==> src/design/lru_pr_pkg.sv <==
// ----------------------------------------------------------------------------
// lru_pr_pkg
// shared constants and types of the lru page replacement block
// ----------------------------------------------------------------------------
package lru_pr_pkg;

   localparam int LRU_MAX_FRAMES = 5;
   localparam int LRU_PAGE_BITS  = 16;
   localparam int LRU_COUNT_BITS = 32;

   localparam int INDEX_BITS     = 3;
   localparam int CFG_BITS       = 3;
   localparam int CSR_ADDR_BITS  = 3;
   localparam int CSR_DATA_BITS  = 32;

   localparam logic [CFG_BITS-1:0] FRAMES_RESET = 3'd5;

   typedef enum logic [0:0] {
      REG_FRAMES_IN_USE = 1'b0,
      REG_NONE          = 1'b1
   } reg_index_type;

   typedef struct packed {
      logic hit;
      logic evicted_valid;
   } lru_flags_type;

endpackage

==> src/design/lru_pr_csr.sv <==
// ----------------------------------------------------------------------------
// lru_pr_csr
// configuration register file, frames in use
// ----------------------------------------------------------------------------
module lru_pr_csr import lru_pr_pkg::*; (
   input  logic                     clock,
   input  logic                     reset,
   input  logic                     wr_en,
   input  reg_index_type            index,
   input  logic [CFG_BITS-1:0]      wr_data,
   output logic [CSR_DATA_BITS-1:0] rd_data,
   output logic [CFG_BITS-1:0]      frames_in_use
);

   logic [CFG_BITS-1:0] frames_ff;
   logic [CFG_BITS-1:0] frames_in;

   always_comb begin
      frames_in = frames_ff;
      rd_data   = '0;
      unique case (index)
         REG_FRAMES_IN_USE: begin
            if (wr_en) begin
               frames_in = wr_data;
            end
            rd_data = CSR_DATA_BITS'(frames_ff);
         end
         default: begin
            rd_data = '0;
         end
      endcase
   end

   always_ff @(posedge clock) begin
      if (reset) begin
         frames_ff <= FRAMES_RESET;
      end else begin
         frames_ff <= frames_in;
      end
   end

   assign frames_in_use = frames_ff;

endmodule

==> src/design/lru_pr_frames.sv <==
// ----------------------------------------------------------------------------
// lru_pr_frames
// frame store, recency ranks, hit and victim selection, counters
// ----------------------------------------------------------------------------
module lru_pr_frames import lru_pr_pkg::*; #(
   parameter int MAX_FRAMES = LRU_MAX_FRAMES,
   parameter int PAGE_BITS  = LRU_PAGE_BITS,
   parameter int COUNT_BITS = LRU_COUNT_BITS,
   localparam int FW = (MAX_FRAMES > 1) ? $clog2(MAX_FRAMES) : 1,
   localparam int PW = $clog2(MAX_FRAMES + 1)
) (
   input  logic                  clock,
   input  logic                  reset,
   input  logic                  fire,
   input  logic [PAGE_BITS-1:0]  page,
   input  logic                  last,
   input  logic [CFG_BITS-1:0]   frames_in_use,
   output lru_flags_type         flags,
   output logic [FW-1:0]         frame,
   output logic [PAGE_BITS-1:0]  evicted_page,
   output logic [COUNT_BITS-1:0] hit_total,
   output logic [COUNT_BITS-1:0] fault_total
);

   logic [PAGE_BITS-1:0]  pages_ff [MAX_FRAMES];
   logic [FW-1:0]         rank_ff  [MAX_FRAMES];
   logic [FW-1:0]         rank_in  [MAX_FRAMES];
   logic [MAX_FRAMES-1:0] valid_ff;
   logic [MAX_FRAMES-1:0] valid_in;
   logic [PW-1:0]         fill_ff;
   logic [PW-1:0]         fill_in;
   logic [COUNT_BITS-1:0] hits_ff;
   logic [COUNT_BITS-1:0] hits_in;
   logic [COUNT_BITS-1:0] faults_ff;
   logic [COUNT_BITS-1:0] faults_in;

   logic [PW-1:0]         active;
   logic [MAX_FRAMES-1:0] in_range;
   logic [MAX_FRAMES-1:0] match;
   logic [MAX_FRAMES-1:0] oldest;
   logic                  hit;
   logic                  fill;
   logic [FW-1:0]         hit_idx;
   logic [FW-1:0]         vic_idx;
   logic [FW-1:0]         sel;
   logic [FW-1:0]         sel_rank;

   // active frame count, zero acts as one, clamp at the frame count
   always_comb begin
      if (frames_in_use == '0) begin
         active = PW'(1);
      end else if (int'(frames_in_use) > MAX_FRAMES) begin
         active = PW'(MAX_FRAMES);
      end else begin
         active = PW'(frames_in_use);
      end
   end

   always_comb begin
      for (int k = 0; k < MAX_FRAMES; k++) begin
         in_range[k] = int'(active) > k;
         match[k]    = in_range[k] && valid_ff[k] && (pages_ff[k] == page);
      end
   end

   // first oldest frame among the active ones
   always_comb begin
      for (int k = 0; k < MAX_FRAMES; k++) begin
         oldest[k] = in_range[k];
         for (int j = 0; j < MAX_FRAMES; j++) begin
            if (j < k && in_range[j] && rank_ff[k] <= rank_ff[j]) begin
               oldest[k] = 1'b0;
            end
            if (j > k && in_range[j] && rank_ff[k] < rank_ff[j]) begin
               oldest[k] = 1'b0;
            end
         end
      end
   end

   always_comb begin
      hit_idx = '0;
      vic_idx = '0;
      for (int k = MAX_FRAMES - 1; k >= 0; k--) begin
         if (match[k]) begin
            hit_idx = FW'(k);
         end
         if (oldest[k]) begin
            vic_idx = FW'(k);
         end
      end
   end

   assign hit  = |match;
   assign fill = !hit && (fill_ff < active);

   always_comb begin
      if (hit) begin
         sel = hit_idx;
      end else if (fill) begin
         sel = FW'(fill_ff);
      end else begin
         sel = vic_idx;
      end
   end

   assign sel_rank = rank_ff[sel];

   always_comb begin
      valid_in  = valid_ff;
      fill_in   = fill_ff;
      hits_in   = hits_ff;
      faults_in = faults_ff;
      for (int k = 0; k < MAX_FRAMES; k++) begin
         if (FW'(k) == sel) begin
            rank_in[k] = '0;
         end else if (valid_ff[k] && (fill || rank_ff[k] < sel_rank)) begin
            rank_in[k] = rank_ff[k] + FW'(1);
         end else begin
            rank_in[k] = rank_ff[k];
         end
      end
      if (hit) begin
         hits_in = (hits_ff == '1) ? hits_ff : hits_ff + COUNT_BITS'(1);
      end else begin
         faults_in = (faults_ff == '1) ? faults_ff : faults_ff + COUNT_BITS'(1);
      end
      if (fill) begin
         valid_in[sel] = 1'b1;
         fill_in       = fill_ff + PW'(1);
      end
   end

   assign flags.hit           = hit;
   assign flags.evicted_valid = !hit && !fill;
   assign frame               = sel;
   assign evicted_page        = (!hit && !fill) ? pages_ff[sel] : '0;
   assign hit_total           = hits_in;
   assign fault_total         = faults_in;

   always_ff @(posedge clock) begin
      if (reset) begin
         valid_ff  <= '0;
         fill_ff   <= '0;
         hits_ff   <= '0;
         faults_ff <= '0;
         for (int k = 0; k < MAX_FRAMES; k++) begin
            rank_ff[k] <= '0;
         end
      end else if (fire) begin
         if (last) begin
            valid_ff  <= '0;
            fill_ff   <= '0;
            hits_ff   <= '0;
            faults_ff <= '0;
            for (int k = 0; k < MAX_FRAMES; k++) begin
               rank_ff[k] <= '0;
            end
         end else begin
            valid_ff  <= valid_in;
            fill_ff   <= fill_in;
            hits_ff   <= hits_in;
            faults_ff <= faults_in;
            for (int k = 0; k < MAX_FRAMES; k++) begin
               rank_ff[k] <= rank_in[k];
            end
         end
      end
   end

   always_ff @(posedge clock) begin
      if (fire && !hit) begin
         pages_ff[sel] <= page;
      end
   end

endmodule

==> src/design/lru_page_replacement.sv <==
// ----------------------------------------------------------------------------
// lru_page_replacement
// fully associative lru page replacement over a configurable frame count
// ----------------------------------------------------------------------------
// usage
//   req channel: one page reference per item, with a flag for the last one
//   of a run. rsp channel: one result per item, hit or fault, frame used,
//   evicted page and saturating hit and fault totals. csr port: frames_in_use
//   at byte address 0, written only while idle: a user rule, not enforced.
// pipeline and throughput
//   an item sits in the input register, where the tag compare, victim
//   pick and rank update resolve, then moves to the result register;
//   one item per cycle while rsp does not stall.
// reset
//   all frames vacant, ranks, fill pointer and totals zero, frames_in_use
//   back to five. a result flagged run_end clears the run the same way.
// stall
//   a stalled result holds in the output register; the input register
//   still takes one more item, then req_stall rises until rsp drains.
// ----------------------------------------------------------------------------
module lru_page_replacement import lru_pr_pkg::*; #(
   parameter int MAX_FRAMES = LRU_MAX_FRAMES,
   parameter int PAGE_BITS  = LRU_PAGE_BITS,
   parameter int COUNT_BITS = LRU_COUNT_BITS
) (
   input  logic                     clock,
   input  logic                     reset,
   input  logic                     req_valid,
   output logic                     req_stall,
   input  logic [PAGE_BITS-1:0]     req_page_number,
   input  logic                     req_last_access,
   output logic                     rsp_valid,
   input  logic                     rsp_stall,
   output logic                     rsp_hit,
   output logic [INDEX_BITS-1:0]    rsp_frame_index,
   output logic                     rsp_evicted_valid,
   output logic [PAGE_BITS-1:0]     rsp_evicted_page,
   output logic [COUNT_BITS-1:0]    rsp_hit_total,
   output logic [COUNT_BITS-1:0]    rsp_fault_total,
   output logic                     rsp_run_end,
   input  logic                     csr_psel,
   input  logic                     csr_penable,
   input  logic                     csr_pwrite,
   input  logic [CSR_ADDR_BITS-1:0] csr_paddr,
   input  logic [CSR_DATA_BITS-1:0] csr_pwdata,
   output logic [CSR_DATA_BITS-1:0] csr_prdata,
   output logic                     csr_pready
);

   localparam int FW = (MAX_FRAMES > 1) ? $clog2(MAX_FRAMES) : 1;

   logic                  s_valid_ff;
   logic                  s_valid_in;
   logic [PAGE_BITS-1:0]  s_page_ff;
   logic                  s_last_ff;

   logic                  o_valid_ff;
   logic                  o_valid_in;
   logic                  o_hit_ff;
   logic [INDEX_BITS-1:0] o_frame_ff;
   logic                  o_ev_ff;
   logic [PAGE_BITS-1:0]  o_ev_page_ff;
   logic [COUNT_BITS-1:0] o_hits_ff;
   logic [COUNT_BITS-1:0] o_faults_ff;
   logic                  o_last_ff;

   logic                  accept;
   logic                  advance;
   logic                  csr_wr;
   logic [CFG_BITS-1:0]   frames_in_use;
   lru_flags_type         flags;
   logic [FW-1:0]         frame;
   logic [PAGE_BITS-1:0]  evicted_page;
   logic [COUNT_BITS-1:0] hit_total;
   logic [COUNT_BITS-1:0] fault_total;

   assign csr_pready = 1'b1;
   assign csr_wr     = csr_psel && csr_penable && csr_pwrite && csr_pready;

   lru_pr_csr u_csr (
      .clock         (clock),
      .reset         (reset),
      .wr_en         (csr_wr),
      .index         (reg_index_type'(csr_paddr[2])),
      .wr_data       (csr_pwdata[CFG_BITS-1:0]),
      .rd_data       (csr_prdata),
      .frames_in_use (frames_in_use)
   );

   assign advance   = s_valid_ff && (!o_valid_ff || !rsp_stall);
   assign req_stall = s_valid_ff && !advance;
   assign accept    = req_valid && !req_stall;

   always_comb begin
      s_valid_in = s_valid_ff;
      if (accept) begin
         s_valid_in = 1'b1;
      end else if (advance) begin
         s_valid_in = 1'b0;
      end
      o_valid_in = o_valid_ff && rsp_stall;
      if (advance) begin
         o_valid_in = 1'b1;
      end
   end

   always_ff @(posedge clock) begin
      if (reset) begin
         s_valid_ff <= 1'b0;
         o_valid_ff <= 1'b0;
      end else begin
         s_valid_ff <= s_valid_in;
         o_valid_ff <= o_valid_in;
      end
   end

   always_ff @(posedge clock) begin
      if (accept) begin
         s_page_ff <= req_page_number;
         s_last_ff <= req_last_access;
      end
   end

   lru_pr_frames #(
      .MAX_FRAMES (MAX_FRAMES),
      .PAGE_BITS  (PAGE_BITS),
      .COUNT_BITS (COUNT_BITS)
   ) u_frames (
      .clock         (clock),
      .reset         (reset),
      .fire          (advance),
      .page          (s_page_ff),
      .last          (s_last_ff),
      .frames_in_use (frames_in_use),
      .flags         (flags),
      .frame         (frame),
      .evicted_page  (evicted_page),
      .hit_total     (hit_total),
      .fault_total   (fault_total)
   );

   always_ff @(posedge clock) begin
      if (advance) begin
         o_hit_ff     <= flags.hit;
         o_frame_ff   <= INDEX_BITS'(frame);
         o_ev_ff      <= flags.evicted_valid;
         o_ev_page_ff <= evicted_page;
         o_hits_ff    <= hit_total;
         o_faults_ff  <= fault_total;
         o_last_ff    <= s_last_ff;
      end
   end

   assign rsp_valid         = o_valid_ff;
   assign rsp_hit           = o_hit_ff;
   assign rsp_frame_index   = o_frame_ff;
   assign rsp_evicted_valid = o_ev_ff;
   assign rsp_evicted_page  = o_ev_page_ff;
   assign rsp_hit_total     = o_hits_ff;
   assign rsp_fault_total   = o_faults_ff;
   assign rsp_run_end       = o_last_ff;

endmodule

==> config.mk <==
export PLATFORM = sky130hd
export DESIGN_NAME = lru_page_replacement
export DESIGN_NICKNAME = d
export VERILOG_FILES = /design/src/design/lru_pr_pkg.sv /design/src/design/lru_pr_csr.sv /design/src/design/lru_pr_frames.sv /design/src/design/lru_page_replacement.sv
export SDC_FILE = /design/constraint.sdc
export NUM_CORES = 1
export LEC_CHECK = 0
export BUFFER_PORTS_ARGS = -buffer_cell sky130_fd_sc_hd__clkbuf_2
export CAP_MARGIN = 5
export CORE_UTILIZATION = 55
export DETAILED_ROUTE_END_ITERATION = 10
export PLACE_DENSITY = 0.85
export SETUP_SLACK_MARGIN = 0.02
export SYNTH_ARGS = -nofsm -noshare
export SYNTH_HDL_FRONTEND = slang
export SYNTH_SLANG_ARGS = --single-unit
==> constraint.sdc <==
create_clock -name clock -period 20.6 [get_ports clock]
set_input_delay 6.18 -clock clock [delete_from_list [all_inputs] [get_ports clock]]
set_output_delay 6.18 -clock clock [all_outputs]
set_load 0.02 [all_outputs]
* Yosys cells after proc, flatten, opt, wreduce, memory -nomap -nowiden
Memory sizes are Yosys's and may differ from the RTL's. A register that Yosys moved wholly into a read port is not among the register bits.
Cells that the tools add are included.
** Word-level totals
- Bits in registers :: 164
- RAM bits :: 95
- Input bits :: 59
- Output and inout port bits :: 121
- Word-level logic and storage cells :: 229
- Memories :: 2
** Cells by class
- $add $sub $neg :: 8
- $lt $le $gt $ge :: 34
- Equal/unequal tests :: 11
- Multiplexer cells :: 82
- Bitwise logic cells :: 12
- Reduce and logical (&&, ||, !) cells :: 65
** Memory list
- u_frames.pages_ff :: words 5, bits a word 16, rd ports 6, clocked after Yosys merged registers in 1, wr ports 1, line lru_pr_frames.sv:25 : logic [PAGE_BITS-1:0] pages_ff [MAX_FRAMES];
- u_frames.rank_ff :: words 5, bits a word 3, rd ports 6, clocked after Yosys merged registers in 0, wr ports 5, line lru_pr_frames.sv:26 : logic [FW-1:0] rank_ff [MAX_FRAMES];
** Operators by type and width (number)
- $mux W32 :: 6
- $mux W3 :: 37
- $eq A16 B16 Y1 :: 5
- $add A32 B1 Y32 const B :: 2
- $eq A32 B32 Y1 const B :: 2
- $lt A3 B3 Y1 :: 16
- $logic_and A1 B1 Y1 :: 45
- $mux W1 :: 36
- $le A3 B3 Y1 :: 10
- $add A3 B1 Y3 const B :: 6
- $mux W5 :: 2
- $or A1 B1 Y1 :: 10
- $logic_not A1 Y1 :: 7
- $eq A2 B3 Y1 const A :: 2
- $gt A3 B1 Y1 const B :: 2
- $gt A3 B2 Y1 const B :: 2
- $gt A3 B3 Y1 const B :: 2
- $logic_not A3 Y1 :: 2
- $logic_or A1 B1 Y1 :: 6
- $or A5 B5 Y5 :: 1
- $reduce_or A5 Y1 :: 1
- $lt A3 B4 Y1 const B :: 1
- $reduce_and A2 Y1 :: 2
- $reduce_bool A2 Y1 :: 2
- other kinds (5) :: 5

* Logic depth before layout (Yosys ltp)
Gate-level depths: netlist of run 1.
- Depth in word-level cells :: 23
- Depth in mapped cells :: 21
- Mapped depth without buffers :: 18

* Cells and area by module
Synthesis of run 1 repeated with hierarchy kept, for this count alone.
** Unflattened totals
- Cell total of the unflattened synthesis :: 1453
- Area total of the unflattened synthesis :: 16211.8 sq um
** Modules (own cells, without submodules)
- lru_pr_frames :: instances 1, cells each 1291, area each 12635.9 sq um, sequential area each 5735.5 sq um
- lru_page_replacement :: instances 1, cells each 116, area each 3196.8 sq um, sequential area each 3133.0 sq um
- lru_pr_csr :: instances 1, cells each 46, area each 379.1 sq um, sequential area each 60.1 sq um

* Least setup slack after synthesis of run 1
Ideal clock, no wire load.
- Path kind :: input to output
- From :: in csr_paddr[2]
- To :: out csr_prdata[0]
- Arrival :: 6.484 ns
- Required time :: 14.420 ns
- Slack :: 7.936 ns
- Cell stages on the path :: 1
- Buffers on the path :: 0
- Cell sequence :: nor2b_1
** Between the ends
- Cells in the longest elaborated chain, start to end :: 1
** RTL lines
- start: declaration :: line lru_page_replacement.sv:44 : input logic [CSR_ADDR_BITS-1:0] csr_paddr,
- $mux W3 :: line lru_pr_csr.sv:21 : unique case (index)
- end: declaration :: line lru_page_replacement.sv:46 : output logic [CSR_DATA_BITS-1:0] csr_prdata,
Every way passes these cells.

* Final worst setup path of run 1
- From :: in rsp_stall
- To :: out req_stall
** Between the ends
- Cells in the longest elaborated chain, start to end :: 5
** RTL lines
- start: declaration :: line lru_page_replacement.sv:33 : input logic rsp_stall,
- $logic_not A1 Y1 :: line lru_page_replacement.sv:90 : assign advance = s_valid_ff && (!o_valid_ff || !rsp_stall);
- $logic_or A1 B1 Y1 :: line lru_page_replacement.sv:90
- $logic_and A1 B1 Y1 :: line lru_page_replacement.sv:90
- $logic_not A1 Y1 :: line lru_page_replacement.sv:91 : assign req_stall = s_valid_ff && !advance;
- $logic_and A1 B1 Y1 :: line lru_page_replacement.sv:91
- end: declaration :: line lru_page_replacement.sv:29 : output logic req_stall,
Every way passes these cells.

==> results of run 1 <==
## registers in the layout (all words and copies together) (netlist names), 3 cells and up
| register | count |
|---|---|
| rsp_evicted_page | 16 |
| rsp_fault_total | 32 |
| rsp_frame_index | 3 |
| rsp_hit_total | 32 |
| s_page_ff | 16 |
| u_csr.frames_in_use | 3 |
| u_frames.faults_ff | 32 |
| u_frames.fill_ff | 3 |
| u_frames.hits_ff | 32 |
| u_frames.pages_ff | 128 |
| u_frames.rank_ff | 15 |
| u_frames.valid_ff | 5 |
## synth_stat cells (8+ instances only)
| cell | number |
|---|---|
| edfxtp_1 | 246 |
| mux2i_1 | 67 |
| ha_1 | 45 |
| a31oi_1 | 14 |
| nor4_1 | 24 |
| xnor2_1 | 66 |
| buf_1 | 9 |
| a22o_1 | 8 |
| nand2b_1 | 9 |
| nor3_1 | 28 |
| nand3_1 | 74 |
| inv_1 | 33 |
| o21ai_0 | 61 |
| nor2_1 | 127 |
| nand2_1 | 137 |
| a21oi_1 | 66 |
| nand4_1 | 17 |
| nor2b_1 | 10 |
| xor2_1 | 83 |
| dfxtp_1 | 77 |
| a22oi_1 | 25 |
| or3_1 | 14 |
| clkbuf_1 | 38 |
| buf_4 | 40 |
| and3_1 | 12 |
| buf_2 | 20 |
## metrics by stage
step	area, sq um	instances
detailed placement	16900	1900
floorplan	16300	1495
global route	18000	1961
global placement	16900	1900
finish	18000	1961
CTS	18000	1961
## worst min path at each step
stage / cells after the start / startpoint / to
6_report: 2 / u_frames.valid_ff[3]$_SDFFE_PP0P_ / u_frames.valid_ff[3]$_SDFFE_PP0P_
4_1_cts: 2 / u_frames.valid_ff[3]$_SDFFE_PP0P_ / u_frames.valid_ff[3]$_SDFFE_PP0P_
3_3_place_gp: 2 / s_valid_ff$_SDFFE_PP0P_ / rsp_valid$_SDFF_PP0_
2_1_floorplan: 0 / s_last_ff$_DFFE_PP_ / rsp_run_end$_DFFE_PP_
3_5_place_dp: 2 / u_frames.valid_ff[3]$_SDFFE_PP0P_ / u_frames.valid_ff[3]$_SDFFE_PP0P_
5_1_grt: 2 / u_frames.valid_ff[3]$_SDFFE_PP0P_ / u_frames.valid_ff[3]$_SDFFE_PP0P_
## cells by family after synthesis
kind of cell	synth area share [%]
buffers and inverters	4.62
AO/OA/AOI/OAI	8.67
XOR/XNOR	8.06
multiplexers	4.28
adder cells (fa/ha/maj)	3.48
flip-flops	55.2
other	0.0464
AND/OR/NAND/NOR	15.7
## worst max-delay path, stage by stage
cell and delay [ps]:
clkbuf_2 100, and3_1 220, clkbuf_2 190
## where the power goes
group          total [mW]  switching (mW)  internal (mW)
Combinational       0.117          0.0780         0.0386
Clock               0.582           0.259          0.324
Sequential          0.734          0.0176          0.716
Total                1.43           0.355           1.08
## cell usage in the layout, fill, tap and decap left out, drive strengths merged, types with 10 or more instances in the layout
cell type | Yosys | routed
a21oi | 66 | 66
buf | 72 | 13
inv | 36 | 37
nor2b | 10 | 10
xor2 | 83 | 83
a22oi | 25 | 25
dfxtp | 77 | 77
o21ai | 65 | 65
conb | 2 | 30
clkinv | 0 | 13
xnor2 | 66 | 66
nand3 | 76 | 76
mux2i | 67 | 67
edfxtp | 246 | 246
or3 | 14 | 14
a31oi | 14 | 14
ha | 45 | 45
and3 | 12 | 12
nand4 | 17 | 17
nor4 | 27 | 27
nor2 | 129 | 129
nand2 | 138 | 138
clkbuf | 38 | 162
nor3 | 31 | 31
## metal layers
metal,share of wire [%],vias up,routed length [um],GRT usage [%]
li1,-,5454,-,-
met2,50,536,19800,45.3
met5,0,-,0,0
met1,40,5791,16000,33.8
met3,6.6,101,2650,3.93
met4,3.7,0,1460,10.8
## layout make-up
type                       count  area [sq um]  area share [%]
timing repair buffer         131           688            3.83
clock inverter                17           168           0.934
clock buffer                  44           888            4.95
tap                          384           480            2.68
sequential                   323          8930            49.7
inverter                      36           140           0.780
multi-input combinational   1026          6660            37.1
==> impl_metrics.json, run 1 <==
{
  "outcome": "finished clean",
  "setup.worst_path.end": "req_stall",
  "cp.arrival_ps": 6690,
  "grt_overflow": 0,
  "synth_area_leader_cell": "edfxtp_1",
  "initial_core_util_pct": 56.1,
  "fmax_ghz": 0.0777,
  "num_rows": 62,
  "fin_ws_ps": 7730,
  "ir_drop_mv": 0.0712,
  "reg2reg_depth": 15,
  "relSlewSlack_pct": 19.7,
  "p_per_area_mw_per_mm2": 79.8,
  "die_h_um": 174,
  "synthArstFlopShare_pct": 0,
  "min_path_type": "flop to flop",
  "ys_warn_count": 0,
  "fin_setup_tns_ps": 0,
  "synthTopCellsByArea": "edfxtp_1 (46%), dfxtp_1 (9.5%), xor2_1 (4.5%)",
  "r2r_slack_ps": 14850,
  "track_usage_pct": 26.5,
  "coreArea_sq_mm": 0.0289,
  "rsz0062_at_grt": "no",
  "critPathKind": "input port to output port",
  "route.detailed.drc": 0,
  "antenna_found_initial": 0,
  "diodes": 0,
  "clkSinkCount": 323,
  "worstReg2RegStart": "s_page_ff[9]$_DFFE_PP_",
  "leakage_nw": 6.60,
  "areaGrowthSynthToFinish_pct": 10.9,
  "routed_wl_um": 39800,
  "cts_buffers": 34,
  "finalSetupViolCount": 0,
  "routabilityCongestion": 0.926,
  "dieWidth_um": 174,
  "cts.repair.resized": 0,
  "synth_edf_count": 246,
  "worst_hold_slack_ps": 488,
  "design.die.area_sq_mm": 0.0301,
  "grt_max_degree": 96,
  "cts_max_level": 2,
  "post-place-ws_ps": 7740,
  "drive_gt1_share_pct": 13.8,
  "io_buffer_count": 118,
  "cts_setup_buffers": 0,
  "ant_nets": 0,
  "period_needed_ps": 12870,
  "wl_per_cell_um": 20.3,
  "cp.required_ps": 14420,
  "num_io_pins": 180,
  "finalNetCount": 1656,
  "drt_iter0_drc": 1260,
  "netlist_area_sq_mm": 0.0162,
  "synth_ff_type": "edfxtp_1",
  "maxCapViolations": 0,
  "avgSynthCellArea_sq_um": 11.0,
  "yosys_register_bits": 323,
  "r2r-end": "u_frames.rank_ff[0][0]$_SDFFCE_PP0P_",
  "worst_pin_slew_ps": 1200,
  "fin_crit_sh_pct": 62.5,
  "power_mw": 1.43,
  "cts_buffer_depth": 3,
  "ctsHoldBuffers": 0,
  "final_hold_viol_count": 0,
  "synth_cells": 1467,
  "fillers": 2213,
  "ys_types": 77,
  "path_clk_slew_ps": 60,
  "path_max_fanout": 3,
  "end_kind": "output port",
  "synth_top_area_share_pct": 45.6,
  "cp-startpoint": "rsp_stall",
  "num_vias": 11900,
  "startpoint_type": "input port",
  "cts_tree": "built",
  "dr.pass1.iters": 7,
  "grt_first_pass_wirelength_um": 62500,
  "dp_hpwl_um": 26100,
  "grt_pass1_vias": 11500,
  "yosysSeqAreaShare_pct": 55.2,
  "ctsRootBufferMaster": "clkbuf_16",
  "clk_latency_ps": 540,
  "skew_ps": 30.9,
  "viasPerCell": 6.06,
  "slew_violations": 0,
  "fin_util_pct": 62.2
}
Note: power is estimated with default switching activity, not from simulation.
==> run 2, diff against run 1 <==
--- a/config.mk
+++ b/config.mk
@@ -5,11 +5,12 @@
 export SDC_FILE = /design/constraint.sdc
 export NUM_CORES = 1
 export LEC_CHECK = 0
+export ABC_AREA = 1
 export BUFFER_PORTS_ARGS = -buffer_cell sky130_fd_sc_hd__clkbuf_2
 export CAP_MARGIN = 5
 export CORE_UTILIZATION = 55
 export DETAILED_ROUTE_END_ITERATION = 10
-export PLACE_DENSITY = 0.85
+export PLACE_DENSITY = 0.84
 export SETUP_SLACK_MARGIN = 0.02
 export SYNTH_ARGS = -nofsm -noshare
 export SYNTH_HDL_FRONTEND = slang
==> constraint.sdc (replaced) <==
create_clock -name clock -period 13.4 [get_ports clock]
set_input_delay 4.02 -clock clock [delete_from_list [all_inputs] [get_ports clock]]
set_output_delay 4.02 -clock clock [all_outputs]
set_load 0.02 [all_outputs]
==> run 2 against run 1 <==
Net effect:
- the flow now finishes with violations (design-rule violations)
- clock skew is 10 ps lower
- die area up 7.3%
- power is 60% higher
- final cell count rose by 31%
- sequential cell count unchanged
- via count grew 24%
- synthesized cell count is 38% higher
- final area increased by 8.2%
- routed wire length rose by 23%
- critical path depth grew 1
- hold slack better by 1.8 ps
- critical path type unchanged
- critical endpoint unchanged
==> impl_metrics.json, run 2 <==
{
  "ys_types": 58,
  "antenna_found_initial": 1,
  "fmax_ghz": 0.114,
  "grt_first_pass_wirelength_um": 76100,
  "maxCapViolations": 0,
  "grt_max_degree": 55,
  "cts_tree": "built",
  "finalNetCount": 2246,
  "synthTopCellsByArea": "edfxtp_1 (43%), nand2_1 (12%), dfxtp_1 (8.9%)",
  "leakage_nw": 8.32,
  "cts.repair.resized": 0,
  "synth.most_common_cell": "nand2_1",
  "num_io_pins": 180,
  "final_common_cell": "nand2_1",
  "dieWidth_um": 180,
  "ys_warn_count": 0,
  "viasPerCell": 5.74,
  "cp.required_ps": 9380,
  "critPathMostFrequentCell": "clkbuf_2",
  "num_vias": 14700,
  "final_hold_viol_count": 0,
  "ctsRootBufferMaster": "clkbuf_16",
  "clk_latency_ps": 530,
  "min_path_type": "flop to flop",
  "netlist_area_sq_mm": 0.0174,
  "synth_ff_type": "edfxtp_1",
  "cp.arrival_ps": 4730,
  "synth_top_area_share_pct": 42.5,
  "clkSinkCount": 323,
  "coreArea_sq_mm": 0.0308,
  "violations": "design-rule violations",
  "routed_wl_um": 48800,
  "dr.pass1.iters": 8,
  "yosys-top-cells-count": "nand2_1 (547), inv_1 (254), edfxtp_1 (246)",
  "cts_buffers": 35,
  "grt_pass1_vias": 14100,
  "routabilityCongestion": 0.994,
  "num_rows": 64,
  "critPathKind": "input port to output port",
  "drive_gt1_share_pct": 12.9,
  "slew_violations": 0,
  "areaGrowthSynthToFinish_pct": 11.8,
  "cp_cell_sequence": "clkbuf_2, nand2_1, nor2_1, clkbuf_2",
  "fin_util_pct": 63.0,
  "yosys_register_bits": 323,
  "finalSetupViolCount": 0,
  "cts_max_level": 2,
  "path_clk_slew_ps": 50,
  "final_cell_mix": "nand2_1 (547), inv_1 (254), edfxtp_1 (246)",
  "worst_pin_slew_ps": 833,
  "wl_per_cell_um": 19.0,
  "synth_cells": 2018,
  "track_usage_pct": 30.2,
  "relSlewSlack_pct": 43.0,
  "yosysSeqAreaShare_pct": 51.4,
  "rsz0062_at_grt": "no",
  "io_buffer_count": 118,
  "dp_hpwl_um": 34700,
  "route.detailed.drc": 8,
  "regMostFlops": "u_frames.pages_ff",
  "largest_reg_flops": 128,
  "drt_iter0_drc": 1764,
  "startpoint_type": "input port",
  "initial_core_util_pct": 56.4,
  "synthArstFlopShare_pct": 0,
  "path_max_fanout": 3,
  "cp_slowest_stage_delay_ps": 270,
  "ctsHoldBuffers": 0,
  "fin_setup_tns_ps": 0,
  "outcome": "finished with violations",
  "cp_slowest_cell": "nor2_1",
  "period_needed_ps": 8750,
  "design.die.area_sq_mm": 0.0323,
  "end_kind": "output port",
  "fillers": 2491,
  "p_per_area_mw_per_mm2": 118,
  "grt_overflow": 0,
  "synth_area_leader_cell": "edfxtp_1",
  "die_h_um": 180,
  "avgSynthCellArea_sq_um": 8.61,
  "ant_nets": 0,
  "ir_drop_mv": 0.131,
  "fin_crit_sh_pct": 65.3,
  "cts_setup_buffers": 0,
  "cts_buffer_depth": 3,
  "synth_edf_count": 246,
  "skew_ps": 20.7
}
## run 2: layer usage
| layer | track usage (%) | part of all wire [%] | up-vias |
|---|---|---|---|
| met5 | 0 | 0 | - |
| met4 | 12.7 | 3.8 | 0 |
| met3 | 4.94 | 9.8 | 132 |
| met2 | 48.0 | 45 | 808 |
| met1 | 41.0 | 41 | 6889 |
| li1 | - | - | 6890 |
## run 2: final cells by class
cell class	instances	area, sq um	share of cell area [%]
Timing Repair Buffer	134	711	3.66
Antenna cell	1	2.50	0.0129
Sequential cell	323	8930	46.0
Inverter	291	1090	5.64
Multi-Input combinational cell	1357	7040	36.3
Clock inverter	19	193	0.992
Tap cell	396	495	2.55
Clock buffer	45	955	4.91
## run 2: stage by stage
stage | hold WS [ps] | area [sq um] | std cells | setup slack, ps | power (mW)
3_3_place_gp | 455 | 18300 | 2501 | 4680 | 1.34
3_5_place_dp | 476 | 18300 | 2501 | 4680 | 1.35
5_1_grt | 512 | 19400 | 2566 | 4610 | 2.37
4_1_cts | 485 | 19400 | 2565 | 4680 | 2.30
6_report | 489 | 19400 | 2566 | 4650 | 2.30
2_1_floorplan | 443 | 17500 | 2046 | 2770 | 1.28
## run 2: where the power goes
part           internal (mW)  switching [mW]  total [mW]
Clock                  0.567           0.399       0.966
Sequential              1.10          0.0276        1.13
Combinational         0.0603           0.145       0.205
Total                   1.73           0.572        2.30
## run 2: cell families (layout without fill, tap and decap cells)
kind of cell | after synthesis | in the layout | share of synthesized area [%]
XOR/XNOR | 75 | 75 | 3.78
flip-flops | 323 | 323 | 51.4
buffers and inverters | 366 | 489 | 8.76
AO/OA/AOI/OAI | 229 | 229 | 7.97
other | 2 | 31 | 0.0432
AND/OR/NAND/NOR | 978 | 978 | 24.8
adder cells (fa/ha/maj) | 45 | 45 | 3.24
## run 2: path summary, 6_finish.rpt
check / from / endpoint / slack, ps / cells after the start
max: rsp_stall / req_stall / 4650 / 4
min: u_frames.valid_ff[3]$_SDFFE_PP0P_ / u_frames.valid_ff[3]$_SDFFE_PP0P_ / 490 / 2
max reg2reg: s_page_ff[1]$_DFFE_PP_ / u_frames.rank_ff[1][1]$_SDFFCE_PN0P_ / 7570 / 24
min reg2reg: u_frames.valid_ff[3]$_SDFFE_PP0P_ / u_frames.valid_ff[3]$_SDFFE_PP0P_ / 490 / 2
## run 2: critical path: cells and delay by family
kind / cells / cell delay (ps)
and+or+nand+nor: 2 / 350
buffers and inverters: 2 / 350
